<file path="config.mk">
export PLATFORM = sky130hd
export DESIGN_NAME = totalizer_pulse_output_unit_flat
export DESIGN_NICKNAME = d
export VERILOG_FILES = /design/src/rtl/core/tpo_pkg.sv /design/src/rtl/core/tpo_poll_if.sv /design/src/rtl/core/tpo_pulse_if.sv /design/src/rtl/core/totalizer_pulse_output_unit.sv /design/src/flat_wrapper.sv
export SDC_FILE = /design/constraint.sdc
export NUM_CORES = 1
export LEC_CHECK = 0
export BUFFER_PORTS_ARGS = -buffer_cell sky130_fd_sc_hd__buf_2
export CORE_MARGIN = 3
export CORE_UTILIZATION = 40
export CTS_CLUSTER_SIZE = 8
export DETAILED_ROUTE_END_ITERATION = 8
export SYNTH_ARGS = -nofsm -noshare
export SYNTH_HDL_FRONTEND = slang
export SYNTH_SLANG_ARGS = --single-unit
</file>
<file path="constraint.sdc">
create_clock -name clk -period 4.81 [get_ports clk]
set_input_delay 0.481 -clock clk [delete_from_list [all_inputs] [get_ports clk]]
set_output_delay 0.481 -clock clk [all_outputs]
set_load 0.03 [all_outputs]
</file>
<file path="src/rtl/core/tpo_pkg.sv">
// Package: widths, payload types and state codes for the totalizer pulse output unit.
`timescale 1ns / 1ps
package tpo_pkg;

	localparam int TOTAL_BITS = 32;
	localparam int CNT_BITS = $clog2(TOTAL_BITS);
	localparam logic [15:0] PULSE_DURATION_RST = 16'd100;

	typedef logic [TOTAL_BITS-1:0] total_t;

	typedef struct packed {
		logic        dose_active;
		logic        step_changed;
		logic [31:0] new_step;
		logic        total_changed;
		logic [31:0] total_value;
	} poll_t;

	typedef struct packed {
		logic        pulse_fire;
		logic [15:0] pulse_length;
		logic [31:0] multiples_done;
		logic        running;
	} pulse_t;

	typedef enum logic [2:0] {
		S_IDLE = 3'b001,
		S_DIV  = 3'b010,
		S_DONE = 3'b100
	} state_t;

endpackage

</file>
<file path="src/rtl/core/tpo_poll_if.sv">
// Interface: poll item channel (valid/ready with payload).
`timescale 1ns / 1ps
interface tpo_poll_if;
	logic           valid;
	logic           ready;
	tpo_pkg::poll_t payload;

	modport source (output valid, output payload, input ready);
	modport sink (input valid, input payload, output ready);
endinterface

</file>
<file path="src/rtl/core/tpo_pulse_if.sv">
// Interface: pulse result channel (valid/ready with payload).
`timescale 1ns / 1ps
interface tpo_pulse_if;
	logic            valid;
	logic            ready;
	tpo_pkg::pulse_t payload;

	modport source (output valid, output payload, input ready);
	modport sink (input valid, input payload, output ready);
endinterface

</file>
<file path="src/rtl/core/totalizer_pulse_output_unit.sv">
// Top level: totalizer pulse output unit with bit-serial multiple count divider.
`timescale 1ns / 1ps
// Each poll beat yields one result beat. A beat that needs no division (idle,
// start or stop of a run, no fresh total, or a zero step) is answered in the
// cycle after acceptance. A fresh total with a nonzero step runs a restoring
// divider in S_DIV, one quotient bit per cycle, then waits in S_DONE until the
// output register is free. One beat is worked on at a time; a finished result
// sits in an output register, and the next poll beat is taken as soon as that
// register is free or being drained. The user writes pulse_duration through
// cfg_we/cfg_wdata while the unit is idle; the unit itself does not enforce it.
module totalizer_pulse_output_unit (
	input  logic        clk,
	input  logic        arst_n,
	input  logic        cfg_we,
	input  logic [15:0] cfg_wdata,
	tpo_poll_if.sink    poll,
	tpo_pulse_if.source pulse
);

	localparam int TB = tpo_pkg::TOTAL_BITS;
	localparam int CW = tpo_pkg::CNT_BITS;

	tpo_pkg::state_t state_q;
	logic [15:0]     duration_q;
	logic            run_q;
	tpo_pkg::total_t step_q;
	tpo_pkg::total_t start_q;
	tpo_pkg::total_t last_q;
	tpo_pkg::total_t count_q;
	tpo_pkg::total_t quo_q;
	tpo_pkg::total_t rem_q;
	logic [CW-1:0]   cnt_q;
	logic            out_valid_q;
	tpo_pkg::pulse_t out_data_q;

	logic            out_free;
	logic            accept;
	logic            out_load;
	tpo_pkg::total_t tot;
	tpo_pkg::total_t nstep;
	logic            run_n;
	tpo_pkg::total_t step_n;
	tpo_pkg::total_t start_n;
	tpo_pkg::total_t last_n;
	tpo_pkg::total_t count_n;
	logic            div_go;
	tpo_pkg::total_t diff;
	logic [TB:0]     shifted;
	logic [TB:0]     trial;
	logic            qbit;
	logic            more;

	assign out_free   = !out_valid_q || pulse.ready;
	assign poll.ready = (state_q == tpo_pkg::S_IDLE) && out_free;
	assign accept     = poll.valid && poll.ready;
	assign tot        = TB'(poll.payload.total_value);
	assign nstep      = TB'(poll.payload.new_step);
	assign out_load   = (accept && !div_go) || (state_q == tpo_pkg::S_DONE && out_free);

	always_comb begin
		run_n   = run_q;
		step_n  = step_q;
		start_n = start_q;
		last_n  = last_q;
		count_n = count_q;
		div_go  = 1'b0;
		if (!run_q) begin
			if (poll.payload.dose_active) begin
				run_n = 1'b1;
				if (poll.payload.step_changed) begin
					step_n = nstep;
				end
				start_n = tot;
				last_n  = tot;
				count_n = '0;
			end
		end else if (!poll.payload.dose_active) begin
			run_n = 1'b0;
		end else begin
			if (poll.payload.step_changed) begin
				step_n  = nstep;
				count_n = '0;
			end
			if (poll.payload.total_changed) begin
				// totalizer was zeroed: restart from the new reading
				if (tot < last_q) begin
					start_n = tot;
					count_n = '0;
				end
				if (step_n != '0) begin
					div_go = 1'b1;
					last_n = tot;
				end
			end
		end
		diff = (tot >= start_n) ? (tot - start_n) : '0;
	end

	// one restoring divide step: bring down the next dividend bit
	assign shifted = {rem_q, quo_q[TB-1]};
	assign trial   = shifted - {1'b0, step_q};
	assign qbit    = !trial[TB];
	assign more    = quo_q > count_q;

	always_ff @(posedge clk or negedge arst_n) begin
		if (!arst_n) begin
			state_q     <= tpo_pkg::S_IDLE;
			duration_q  <= tpo_pkg::PULSE_DURATION_RST;
			run_q       <= 1'b0;
			step_q      <= '0;
			start_q     <= '0;
			last_q      <= '0;
			count_q     <= '0;
			cnt_q       <= '0;
			out_valid_q <= 1'b0;
		end else begin
			if (cfg_we) begin
				duration_q <= cfg_wdata;
			end
			if (out_load) begin
				out_valid_q <= 1'b1;
			end else if (pulse.ready) begin
				out_valid_q <= 1'b0;
			end
			unique case (state_q)
				tpo_pkg::S_IDLE: begin
					if (accept) begin
						run_q   <= run_n;
						step_q  <= step_n;
						start_q <= start_n;
						last_q  <= last_n;
						count_q <= count_n;
						if (div_go) begin
							cnt_q   <= CW'(TB - 1);
							state_q <= tpo_pkg::S_DIV;
						end
					end
				end
				tpo_pkg::S_DIV: begin
					if (cnt_q == '0) begin
						state_q <= tpo_pkg::S_DONE;
					end else begin
						cnt_q <= cnt_q - CW'(1);
					end
				end
				tpo_pkg::S_DONE: begin
					if (out_free) begin
						if (more) begin
							count_q <= quo_q;
						end
						state_q <= tpo_pkg::S_IDLE;
					end
				end
				default: begin
					state_q <= tpo_pkg::S_IDLE;
				end
			endcase
		end
	end

	// divider datapath and result register
	always_ff @(posedge clk) begin
		if (state_q == tpo_pkg::S_IDLE && accept) begin
			quo_q <= diff;
			rem_q <= '0;
			out_data_q.pulse_fire     <= 1'b0;
			out_data_q.pulse_length   <= '0;
			out_data_q.multiples_done <= 32'(count_n);
			out_data_q.running        <= run_n;
		end else if (state_q == tpo_pkg::S_DIV) begin
			quo_q <= {quo_q[TB-2:0], qbit};
			rem_q <= qbit ? trial[TB-1:0] : shifted[TB-1:0];
		end else if (state_q == tpo_pkg::S_DONE && out_free) begin
			out_data_q.pulse_fire     <= more;
			out_data_q.pulse_length   <= more ? duration_q : '0;
			out_data_q.multiples_done <= more ? 32'(quo_q) : 32'(count_q);
			out_data_q.running        <= run_q;
		end
	end

	assign pulse.valid   = out_valid_q;
	assign pulse.payload = out_data_q;

endmodule

</file>
<file path="src/flat_wrapper.sv">
// flat-port wrapper written by rule: the top's interface ports become plain ports
module totalizer_pulse_output_unit_flat 
  (clk, arst_n, cfg_we, cfg_wdata, poll_valid, poll_payload, poll_ready, pulse_valid, pulse_payload, pulse_ready);
  tpo_poll_if poll_i ();
  tpo_pulse_if pulse_i ();
  input  logic clk;
  input  logic arst_n;
  input  logic cfg_we;
  input  logic [15:0] cfg_wdata;
  input wire logic [$bits(poll_i.valid)-1:0] poll_valid;
  input wire logic [$bits(poll_i.payload)-1:0] poll_payload;
  output wire logic [$bits(poll_i.ready)-1:0] poll_ready;
  output wire logic [$bits(pulse_i.valid)-1:0] pulse_valid;
  output wire logic [$bits(pulse_i.payload)-1:0] pulse_payload;
  input wire logic [$bits(pulse_i.ready)-1:0] pulse_ready;
  assign poll_i.valid = poll_valid;
  assign poll_i.payload = poll_payload;
  assign poll_ready = poll_i.ready;
  assign pulse_valid = pulse_i.valid;
  assign pulse_payload = pulse_i.payload;
  assign pulse_i.ready = pulse_ready;
  totalizer_pulse_output_unit u_core (.clk(clk), .arst_n(arst_n), .cfg_we(cfg_we), .cfg_wdata(cfg_wdata), .poll(poll_i), .pulse(pulse_i));
endmodule
</file>
==> flow_summary.json, run 1 <==
{
  "viasPerCell": 5.288,
  "port_buffers": 139,
  "p_leak_nw": 8.863,
  "synthAdderAreaFrac_pct": 10.45,
  "drt.antenna.violating_nets": 0,
  "detail_route.iter0.violations": 744,
  "first_pass_iters": 6,
  "fin_setup_tns_ns": 0,
  "dp_hpwl_microns": 29800,
  "cts_sinks": 268,
  "antenna_found_initial": 1,
  "synth.area.mux_share_pct": 11.55,
  "critPathArrivalTime_ns": 4.85,
  "p_per_area_nw_per_um2": 450.7,
  "critical_path_class": "register to register",
  "r2r_slack_ns": 0.25,
  "nFillCells": 3605,
  "io_pins": 140,
  "fp.dieW_microns": 206.4,
  "path_buf_inv": 3,
  "worstPathRequired_ns": 5.10,
  "pre_cts_ws_ns": -0.4389,
  "critPathSlowestCell": "dfrtp_1",
  "crit_path_start": "u_core.last_q[25]$_DFFE_PN0P_",
  "rows": 72,
  "final-hold-violation-count": 0,
  "hold_ws_ns": 0.01876,
  "drc_errors": 0,
  "overflow": 0,
  "path_delay_family": "compound AO/OA/AOI/OAI gates",
  "post-route-period-util_pct": 94.85,
  "max_freq_ghz": 0.2192,
  "synthArstFlopShare_pct": 57.46,
  "grt_start_max_net_pins": 89,
  "outcome": "finished, final reports clean",
  "ys_types": 86,
  "synthFlopType": "dfrtp_1",
  "clkLatencyLatePin_ns": 0.55,
  "nets": 2081,
  "synth_enable_flop_cells": 65,
  "finalWirelength_microns": 40160,
  "synth_area_per_cell_sq_um": 10.03,
  "grt_pass1_vias": 12320,
  "die_area_sq_um": 42610,
  "clkTransAtPathRegs_ns": 0.05,
  "drv_cap": 0,
  "core_sq_um": 39190,
  "relSlewSlack_pct": 27.99,
  "place_congestion": 0.9070,
  "place_inst": 2334,
  "min_path_type": "primary input to async pin",
  "crit_top_cell": "a21o_1",
  "syn_nets": 1823,
  "cts_inserted_buffers": 39,
  "start_util_pct": 41.01,
  "slew_violations": 0,
  "htree_levels": 2,
  "fin_crit_ns": 4.562,
  "multi_input_area_sq_um": 8726,
  "vdd_drop_max_v": 0.0002255,
  "num_vias": 12718,
  "layout_common_cells": "169 x nand2_1, 150 x dfrtp_1, 138 x buf_2",
  "cts_tree": "yes",
  "synth_top_family_by_area": "compound AO/OA/AOI/OAI gates",
  "worstReg2RegStart": "u_core.last_q[25]$_DFFE_PN0P_",
  "crit_path_cell_trace": "inv_1 > ha_1 > a21o_1 > a21o_1 > a21o_1 > a21o_1 > a21oi_2 > and3_4 > o21ai_4 > nand2_4 > mux2_2 > ha_1 > fa_2 > nand3b_1 > a21oi_2 > o31ai_1 > buf_4 > a21oi_2 > o21ai_1 > a31oi_1 > buf_4 > xnor2_1 > o21ai_0",
  "synth_compound_area_share_pct": 16.55,
  "grt_first_pass_wirelength_microns": 64760,
  "layout_commonest_cell": "nand2_1",
  "syn_area_sq_um": 16070,
  "seq_area_sq_um": 6792,
  "cp_max_fo": 5,
  "yosysWarnings": 0,
  "ys_seq_area_share_pct": 42.26,
  "clockBufferDepth": 3,
  "area_growth_pct": 21.72,
  "crit_path_start_kind": "register",
  "setup_viol": 0,
  "grtUsageTotal_pct": 18.79,
  "die_h_microns": 206.4,
  "rsz0062_at_grt": "yes",
  "clockRootBuffer": "clkbuf_16",
  "slowest_delay_ns": 0.36,
  "layoutNonFillerInstCount": 2405,
  "critPathCaptureType": "register",
  "synth-seq-cells": 268,
  "total_power_mw": 8.815,
  "drive_gt1_share_pct": 23.06,
  "synth_xor_area_share_pct": 3.442,
  "fin_ws_ns": 0.2477,
  "yosys.area_share.simple_pct": 11.09,
  "wl_per_cell_microns": 16.70,
  "finClkSkew_ns": 0.02392,
  "worst_pin_slew_ns": 1.077,
  "netlist_instances": 1602
}
[stage by stage]
stage | cell area [sq um] | utilization [%]
3_5_place_dp | 18230 | 46.53
6_report | 19560 | 49.91
2_1_floorplan | 16070 | -
3_3_place_gp | 18230 | 46.53
5_1_grt | 19560 | 49.91
4_1_cts | 19380 | 49.45
[flip-flops by register name (all words and copies together), names as in the netlist]
register and count:
u_core.duration_q 16, u_core.step_q 32, u_core.run_q 1, u_core.state_q 3, u_core.rem_q 32, u_core.cnt_q 5
u_core.pulse.payload 50, u_core.start_q 32, u_core.pulse.valid 1, u_core.count_q 32, u_core.quo_q 32, u_core.last_q 32
[timing repair]
action / in CTS / in global routing
pin swaps: 0 / 16
resized for setup: 6 / 49
buffers inserted: 0 / 3
hold buffers: 0 / 0
setup endpoints to repair: 31 / 32
[kinds of logic after synthesis]
family,after synthesis
simple gates,378
compound gates,402
flops,268
xor+xnor,61
mux,175
buf+inv,185
fa+ha+maj,133
[metal layers]
layer	wire length [microns]	share of wire, %	vias up	GRT usage (%)
li1	-	-	6320	-
met1	20190	50	6073	27.74
met2	16890	42	272	27.99
met3	2301	5.7	53	3.938
met4	783	1.9	0	4.824
met5	0	0	-	0
[synth_stat cells (6+ instances only)]
master	n	area, sq um
nor2b_1	7	43.79
nor2_1	69	259.0
dfxtp_1	49	980.9
and2_1	11	68.82
nand4_1	25	156.4
mux2_1	30	337.8
xor2_1	28	245.2
nand3_1	20	100.1
o21ai_1	35	175.2
and3_1	6	37.54
o21bai_1	10	75.07
o21ai_0	85	425.4
edfxtp_1	65	1952
ha_1	131	1639
mux2_2	54	608.1
buf_1	6	22.52
nor3_1	13	65.06
o21a_1	11	82.58
inv_1	120	450.4
o31ai_1	34	255.2
a21oi_1	74	370.4
a22o_1	21	183.9
clkbuf_1	32	120.1
mux2i_1	91	910.9
dfrtp_1	150	3754
a211oi_1	7	52.55
or3_1	6	37.54
buf_2	23	115.1
nand2_1	171	641.9
nor4_1	20	125.1
xnor2_1	32	280.3
a31oi_1	9	56.30
a21o_1	56	420.4
nand2b_1	8	50.05
[power by group]
group	total [mW]	internal [mW]	leakage (nW)	switching, mW
Sequential	2.99	2.76	2.92	0.235
Combinational	3.27	1.54	5.40	1.74
Clock	2.55	1.54	0.537	1.01
Total	8.81	5.83	8.86	2.98
[area by class of cell]
cell class,count,share of cell area (%)
clock inverter,3,0.1535
sequential,268,34.72
inverter,120,2.303
timing repair buffer,282,9.301
tap,518,3.314
multi-input combinational,1149,44.61
antenna,1,0.01279
clock buffer,64,5.578
[final timing paths]
check                                                         to  cells after the start
max                                   u_core.quo_q[22]$_DFFE_PP_                     23
min                                 u_core.last_q[6]$_DFFE_PN0P_                      1
max reg2reg                           u_core.quo_q[22]$_DFFE_PP_                     23
min reg2reg                u_core.pulse.payload[49]$_SDFFE_PP0P_                      2
max in group asynchronous          u_core.state_q[0]$_DFFE_PN1P_                      2
min in group clk                u_core.duration_q[7]$_DFFE_PN0P_                      2
No activity file was read; power rests on OpenSTA's default activity.
==> run 2: changes to the inputs <==
MAX_ROUTING_LAYER = met4   (was unset)
==> flow_summary.json, run 2 (synthesis gave the netlist of run 1 again) <==
{
  "grt_pass1_vias": 12319,
  "finClkSkew_ns": 0.02335,
  "final-hold-violation-count": 0,
  "worstPathRequired_ns": 5.10,
  "antenna_found_initial": 1,
  "multi_input_area_sq_um": 8726,
  "final_area_sq_um": 19560,
  "worst_pin_slew_ns": 1.090,
  "clockRootBuffer": "clkbuf_16",
  "io_pins": 140,
  "grt_start_max_net_pins": 89,
  "htree_levels": 2,
  "drive_gt1_share_pct": 23.06,
  "die_area_sq_um": 42610,
  "clkLatencyLatePin_ns": 0.55,
  "grt_first_pass_wirelength_microns": 64740,
  "layoutNonFillerInstCount": 2405,
  "fp.dieW_microns": 206.4,
  "post-route-period-util_pct": 94.78,
  "cp_max_fo": 5,
  "rsz0062_at_grt": "yes",
  "layout_common_cells": "169 x nand2_1, 150 x dfrtp_1, 138 x buf_2",
  "largest_reg_flops": 50,
  "clkTransAtPathRegs_ns": 0.05,
  "nets": 2081,
  "place_inst": 2334,
  "critPathArrivalTime_ns": 4.85,
  "grtUsageTotal_pct": 19.34,
  "p_per_area_nw_per_um2": 450.6,
  "place_congestion": 0.9227,
  "cts_inserted_buffers": 39,
  "dp_hpwl_microns": 29800,
  "vdd_drop_max_v": 0.0002253,
  "dpl_cell_area_sq_um": 18230,
  "drt.antenna.violating_nets": 0,
  "clockBufferDepth": 3,
  "layout_commonest_cell": "nand2_1",
  "cts_tree": "yes",
  "slew_violations": 0,
  "rows": 72,
  "detail_route.iter0.violations": 776,
  "seq_area_sq_um": 6792,
  "relSlewSlack_pct": 27.18,
  "r2r_slack_ns": 0.25,
  "critPathCaptureType": "register",
  "drc_errors": 0,
  "wl_per_cell_microns": 16.67,
  "p_leak_nw": 8.863,
  "fin_crit_ns": 4.559,
  "min_path_type": "primary input to async pin",
  "core_sq_um": 39190,
  "start_util_pct": 41.01,
  "hold_buffers": 0,
  "critical_path_class": "register to register",
  "setup_viol": 0,
  "outcome": "finished, final reports clean",
  "cts_sinks": 268,
  "area_growth_pct": 21.72,
  "viasPerCell": 5.281,
  "num_vias": 12702,
  "overflow": 0,
  "drv_cap": 0,
  "die_h_microns": 206.4,
  "max_freq_ghz": 0.2194,
  "first_pass_iters": 5,
  "port_buffers": 139,
  "nFillCells": 3605,
  "finalWirelength_microns": 40100,
  "crit_path_start_kind": "register"
}
run 2: cell counts in the layout (fill, tap and decap cells not counted):
Identical to the previous run, type by type.
run 2: cell type report:
| class | count | area share (%) |
|---|---|---|
| inverter | 120 | 2.303 |
| timing repair buffer | 282 | 9.301 |
| sequential | 268 | 34.72 |
| tap | 518 | 3.314 |
| antenna | 1 | 0.01279 |
| clock inverter | 3 | 0.1535 |
| multi-input combinational | 1149 | 44.61 |
| clock buffer | 64 | 5.578 |
run 2: worst max-delay path, stage by stage (launching register included):
cell and delay [ns]:
dfrtp_1 0.36, inv_1 0.06, ha_1 0.23, a21o_1 0.16, a21o_1 0.17, a21o_1 0.17
a21o_1 0.18, a21oi_2 0.14, and3_4 0.21, o21ai_4 0.07, nand2_4 0.12, mux2_2 0.35
ha_1 0.22, fa_2 0.34, nand3b_1 0.21, a21oi_2 0.18, o31ai_1 0.10, buf_4 0.15
a21oi_2 0.19, o21ai_1 0.13, a31oi_1 0.20, buf_4 0.15, xnor2_1 0.11, o21ai_0 0.09
run 2: power breakdown:
group	switching (mW)	internal (mW)	total, mW
Clock	1.01	1.54	2.54
Sequential	0.234	2.76	2.99
Combinational	1.74	1.54	3.28
run 2: final timing paths:
check	endpoint	depth (start not counted)	startpoint
max reg2reg	u_core.quo_q[22]$_DFFE_PP_	23	u_core.last_q[25]$_DFFE_PN0P_
max in group asynchronous	u_core.state_q[0]$_DFFE_PN1P_	2	arst_n
min	u_core.last_q[6]$_DFFE_PN0P_	1	arst_n
max	u_core.quo_q[22]$_DFFE_PP_	23	u_core.last_q[25]$_DFFE_PN0P_
min in group clk	u_core.duration_q[7]$_DFFE_PN0P_	2	cfg_wdata[7]
min reg2reg	u_core.pulse.payload[49]$_SDFFE_PP0P_	2	u_core.pulse.payload[49]$_SDFFE_PP0P_
run 2: what timing repair did:
| item | 4_1_cts | 5_1_grt |
|---|---|---|
| pin swaps | 0 | 16 |
| setup buffers | 0 | 3 |
| resized for setup | 6 | 49 |
| endpoints found under the setup margin | 31 | 32 |
| cloned | 0 | 0 |
run 2: per-stage QoR:
| step | power [mW] | utilization (%) | worst slack [ns] | setup TNS, ns | hold WS, ns |
|---|---|---|---|---|---|
| 4_1_cts | 8.798 | 49.45 | 0.04510 | 0 | 0.05141 |
| 5_1_grt | 9.403 | 49.91 | -0.02413 | -0.04324 | 0.09541 |
| 3_5_place_dp | 6.184 | 46.53 | -0.4389 | -10.52 | 0.4361 |
| 6_report | 8.814 | 49.91 | 0.2512 | 0 | 0.01770 |
| 2_1_floorplan | 5.013 | - | 0.1530 | 0 | 0.1854 |
| 3_3_place_gp | 6.123 | 46.53 | -0.3052 | -7.035 | 0.4307 |
run 2: layer usage:
metal	part of all wire (%)	vias up	GRT usage, %	wire length (microns)
met5	0	-	-	0
met4	1.7	0	4.824	682
met3	5.3	53	3.906	2142
met2	42	265	27.97	16990
met1	51	6067	27.79	20290
li1	-	6317	-	-
==> run 3: changes to the inputs <==
ABC_AREA = 1   (was unset)
==> flow_summary.json, run 3 <==
{
  "synth_area_per_cell_sq_um": 6.767,
  "viasPerCell": 5.182,
  "nFillCells": 4838,
  "critPathSlowestCell": "o21ai_0",
  "netlist.top_cell.by_area": "nand2_1",
  "synthArstFlopShare_pct": 57.46,
  "rsz0062_at_grt": "no",
  "slew_violations": 0,
  "critPathCaptureType": "register",
  "cts_tree": "yes",
  "slowest_delay_ns": 0.46,
  "place_congestion": 1.030,
  "grt_start_max_net_pins": 86,
  "layout_common_cells": "1022 x nand2_1, 354 x inv_1, 255 x nand3_1",
  "outcome": "finished, final reports clean",
  "rows": 79,
  "ys_seq_area_share_pct": 35.48,
  "start_util_pct": 40.77,
  "layoutNonFillerInstCount": 3571,
  "drive_gt1_share_pct": 8.539,
  "detail_route.iter0.violations": 1518,
  "fp.dieW_microns": 224.8,
  "place_inst": 3502,
  "fin_setup_tns_ns": 0,
  "clockBufferDepth": 3,
  "post_cts_buffers": 0,
  "fin_ws_ns": 0.3901,
  "drc_errors": 0,
  "cts_sinks": 268,
  "port_buffers": 139,
  "nets": 3158,
  "grtUsageTotal_pct": 24.59,
  "htree_levels": 2,
  "synth_common_cells": "1022 x nand2_1, 355 x inv_1, 255 x nand3_1",
  "overflow": 0,
  "clockRootBuffer": "clkbuf_16",
  "min_path_type": "primary input to register",
  "drv_cap": 0,
  "antenna_found_initial": 1,
  "crit_path_start_kind": "register",
  "clkTransAtPathRegs_ns": 0.05,
  "layout_commonest_cell": "nand2_1",
  "finClkSkew_ns": 0.02813,
  "critPathArrivalTime_ns": 4.72,
  "io_pins": 140,
  "cp_max_fo": 20,
  "hold_ws_ns": 0.1235,
  "relSlewSlack_pct": 23.27,
  "crit_top_cell": "nand2_1",
  "synth.most_common_cell": "nand2_1",
  "p_per_area_nw_per_um2": 587.9,
  "max_freq_ghz": 0.2263,
  "drt.antenna.violating_nets": 0,
  "core_sq_um": 46950,
  "crit_path_cell_trace": "inv_1 > ha_1 > a21oi_1 > o21ai_0 > a21oi_1 > nand2_1 > nor2_2 > nand3_1 > buf_12 > nand2_1 > nand2_1 > nand2_1 > inv_1 > ha_1 > nand2_1 > o21ai_1 > a21oi_1 > o21ai_0 > nand2_1 > nand2_1 > xnor2_1 > o21ai_0",
  "largest_reg_flops": 50,
  "netlist_instances": 2829,
  "yosysTopAreaCellShare_pct": 20.04,
  "worst_pin_slew_ns": 1.144,
  "final_util_pct": 45.89,
  "fin_crit_ns": 4.420,
  "area_growth_pct": 12.55,
  "crit_path_start": "u_core.last_q[25]$_DFFE_PN0P_",
  "pre_cts_ws_ns": 0.1863,
  "syn_nets": 3050,
  "worstReg2RegStart": "u_core.last_q[25]$_DFFE_PN0P_",
  "die_h_microns": 224.8,
  "ys_types": 46,
  "hold_path.startpoint": "cfg_wdata[6]",
  "wl_per_cell_microns": 16.78,
  "yosysWarnings": 0,
  "syn_area_sq_um": 19140,
  "grt_first_pass_wirelength_microns": 96540,
  "synthFlopType": "dfrtp_1",
  "grt_pass1_vias": 17615,
  "synth_enable_flop_cells": 65,
  "die_area_sq_um": 50520,
  "first_pass_iters": 5,
  "vdd_drop_max_v": 0.0002429,
  "synth-seq-cells": 268,
  "finalWirelength_microns": 59910,
  "worstPathRequired_ns": 5.11,
  "r2r_slack_ns": 0.39,
  "yosys-top-cells-area": "nand2_1 20%, dfrtp_1 20%, edfxtp_1 10%, ha_1 8.6%, inv_1 7.0%",
  "final-hold-violation-count": 0,
  "cts_inserted_buffers": 39,
  "setup_viol": 0,
  "clkLatencyLatePin_ns": 0.57,
  "num_vias": 18504,
  "post_cts_resized": 0,
  "hold_buffers": 1,
  "p_leak_nw": 11.13,
  "critical_path_class": "register to register",
  "dp_hpwl_microns": 44180,
  "post-route-period-util_pct": 91.89
}
## run 3: cell count changes in the layout (fill, tap and decap cells not counted), moves of 17 or more
cell,change
a21o_1,-50
a21oi_1,+62
a22o_1,-21
buf_4,-106
inv_1,+234
mux2_1,-30
mux2_2,-54
mux2i_1,-88
nand2_1,+853
nand3_1,+235
nor2_1,+59
o21ai_0,+143
o31ai_1,-34
xor2_1,-17
## run 3: layout make-up
class	instances	area [sq um]	area share [%]
inverters	359	1348	6.254
diodes	1	2.502	0.01161
repair buffers	174	1005	4.663
clock buffers	64	1080	5.012
well taps	607	759.5	3.525
clock inverters	3	55.05	0.2555
flip-flops and latches	268	6793	31.53
multi-input cells	2095	10500	48.75
## run 3: kinds of logic after synthesis
| kind of cell | share of synthesized area [%] |
|---|---|
| xor gates and xnor gates | 1.784 |
| DFF | 35.48 |
| buffers and inverters | 9.745 |
| adders and majority gates | 8.771 |
| and+or+nand+nor | 32.90 |
| AOI/OAI and AO/OA | 11.33 |
## run 3: where the power goes
group          internal (mW)  leakage (nW)  switching (mW)  total [mW]
Clock                   1.53         0.539            1.07        2.60
Combinational           2.08          7.61            4.47        6.55
Sequential              3.08          2.99           0.431        3.51
## run 3: metal layers
metal,track usage [%],vias to the layer above,routed length (microns)
met3,3.289,94,3046
li1,-,9326,-
met5,-,-,0
met4,7.402,0,1582
met1,33.68,8601,28390
met2,38.12,483,26890
## run 3: final timing paths
| check | to | cells past startpoint |
|---|---|---|
| worst min-delay path | u_core.duration_q[6]$_DFFE_PN1P_ | 3 |
| max in group asynchronous | u_core.last_q[10]$_DFFE_PN0P_ | 3 |
| min in group asynchronous | u_core.count_q[21]$_DFFE_PN0P_ | 2 |
| worst min register to register | u_core.pulse.payload[39]$_SDFFE_PP0P_ | 2 |
| worst max register to register | u_core.quo_q[15]$_DFFE_PP_ | 22 |
| worst max-delay path | u_core.quo_q[15]$_DFFE_PP_ | 22 |
## run 3: worst max-delay path: cells and delay by family, from the launching register on
| kind | cells | cell delay (ns) |
|---|---|---|
| buffers and inverters | 3 | 0.35 |
| AND/OR/NAND/NOR | 9 | 1.00 |
| flip-flops | 1 | 0.35 |
| AO/OA/AOI/OAI | 7 | 1.54 |
| adder cells (fa/ha/maj) | 2 | 0.64 |
| XOR/XNOR | 1 | 0.27 |
## run 3: metrics by stage
step | instance area [sq um] | power, mW
after global routing | 21550 | 13.75
after CTS | 21540 | 12.72
after detailed placement | 20400 | 10.04
after global placement | 20400 | 9.996
after floorplan | 19140 | 7.913
final | 21550 | 12.67
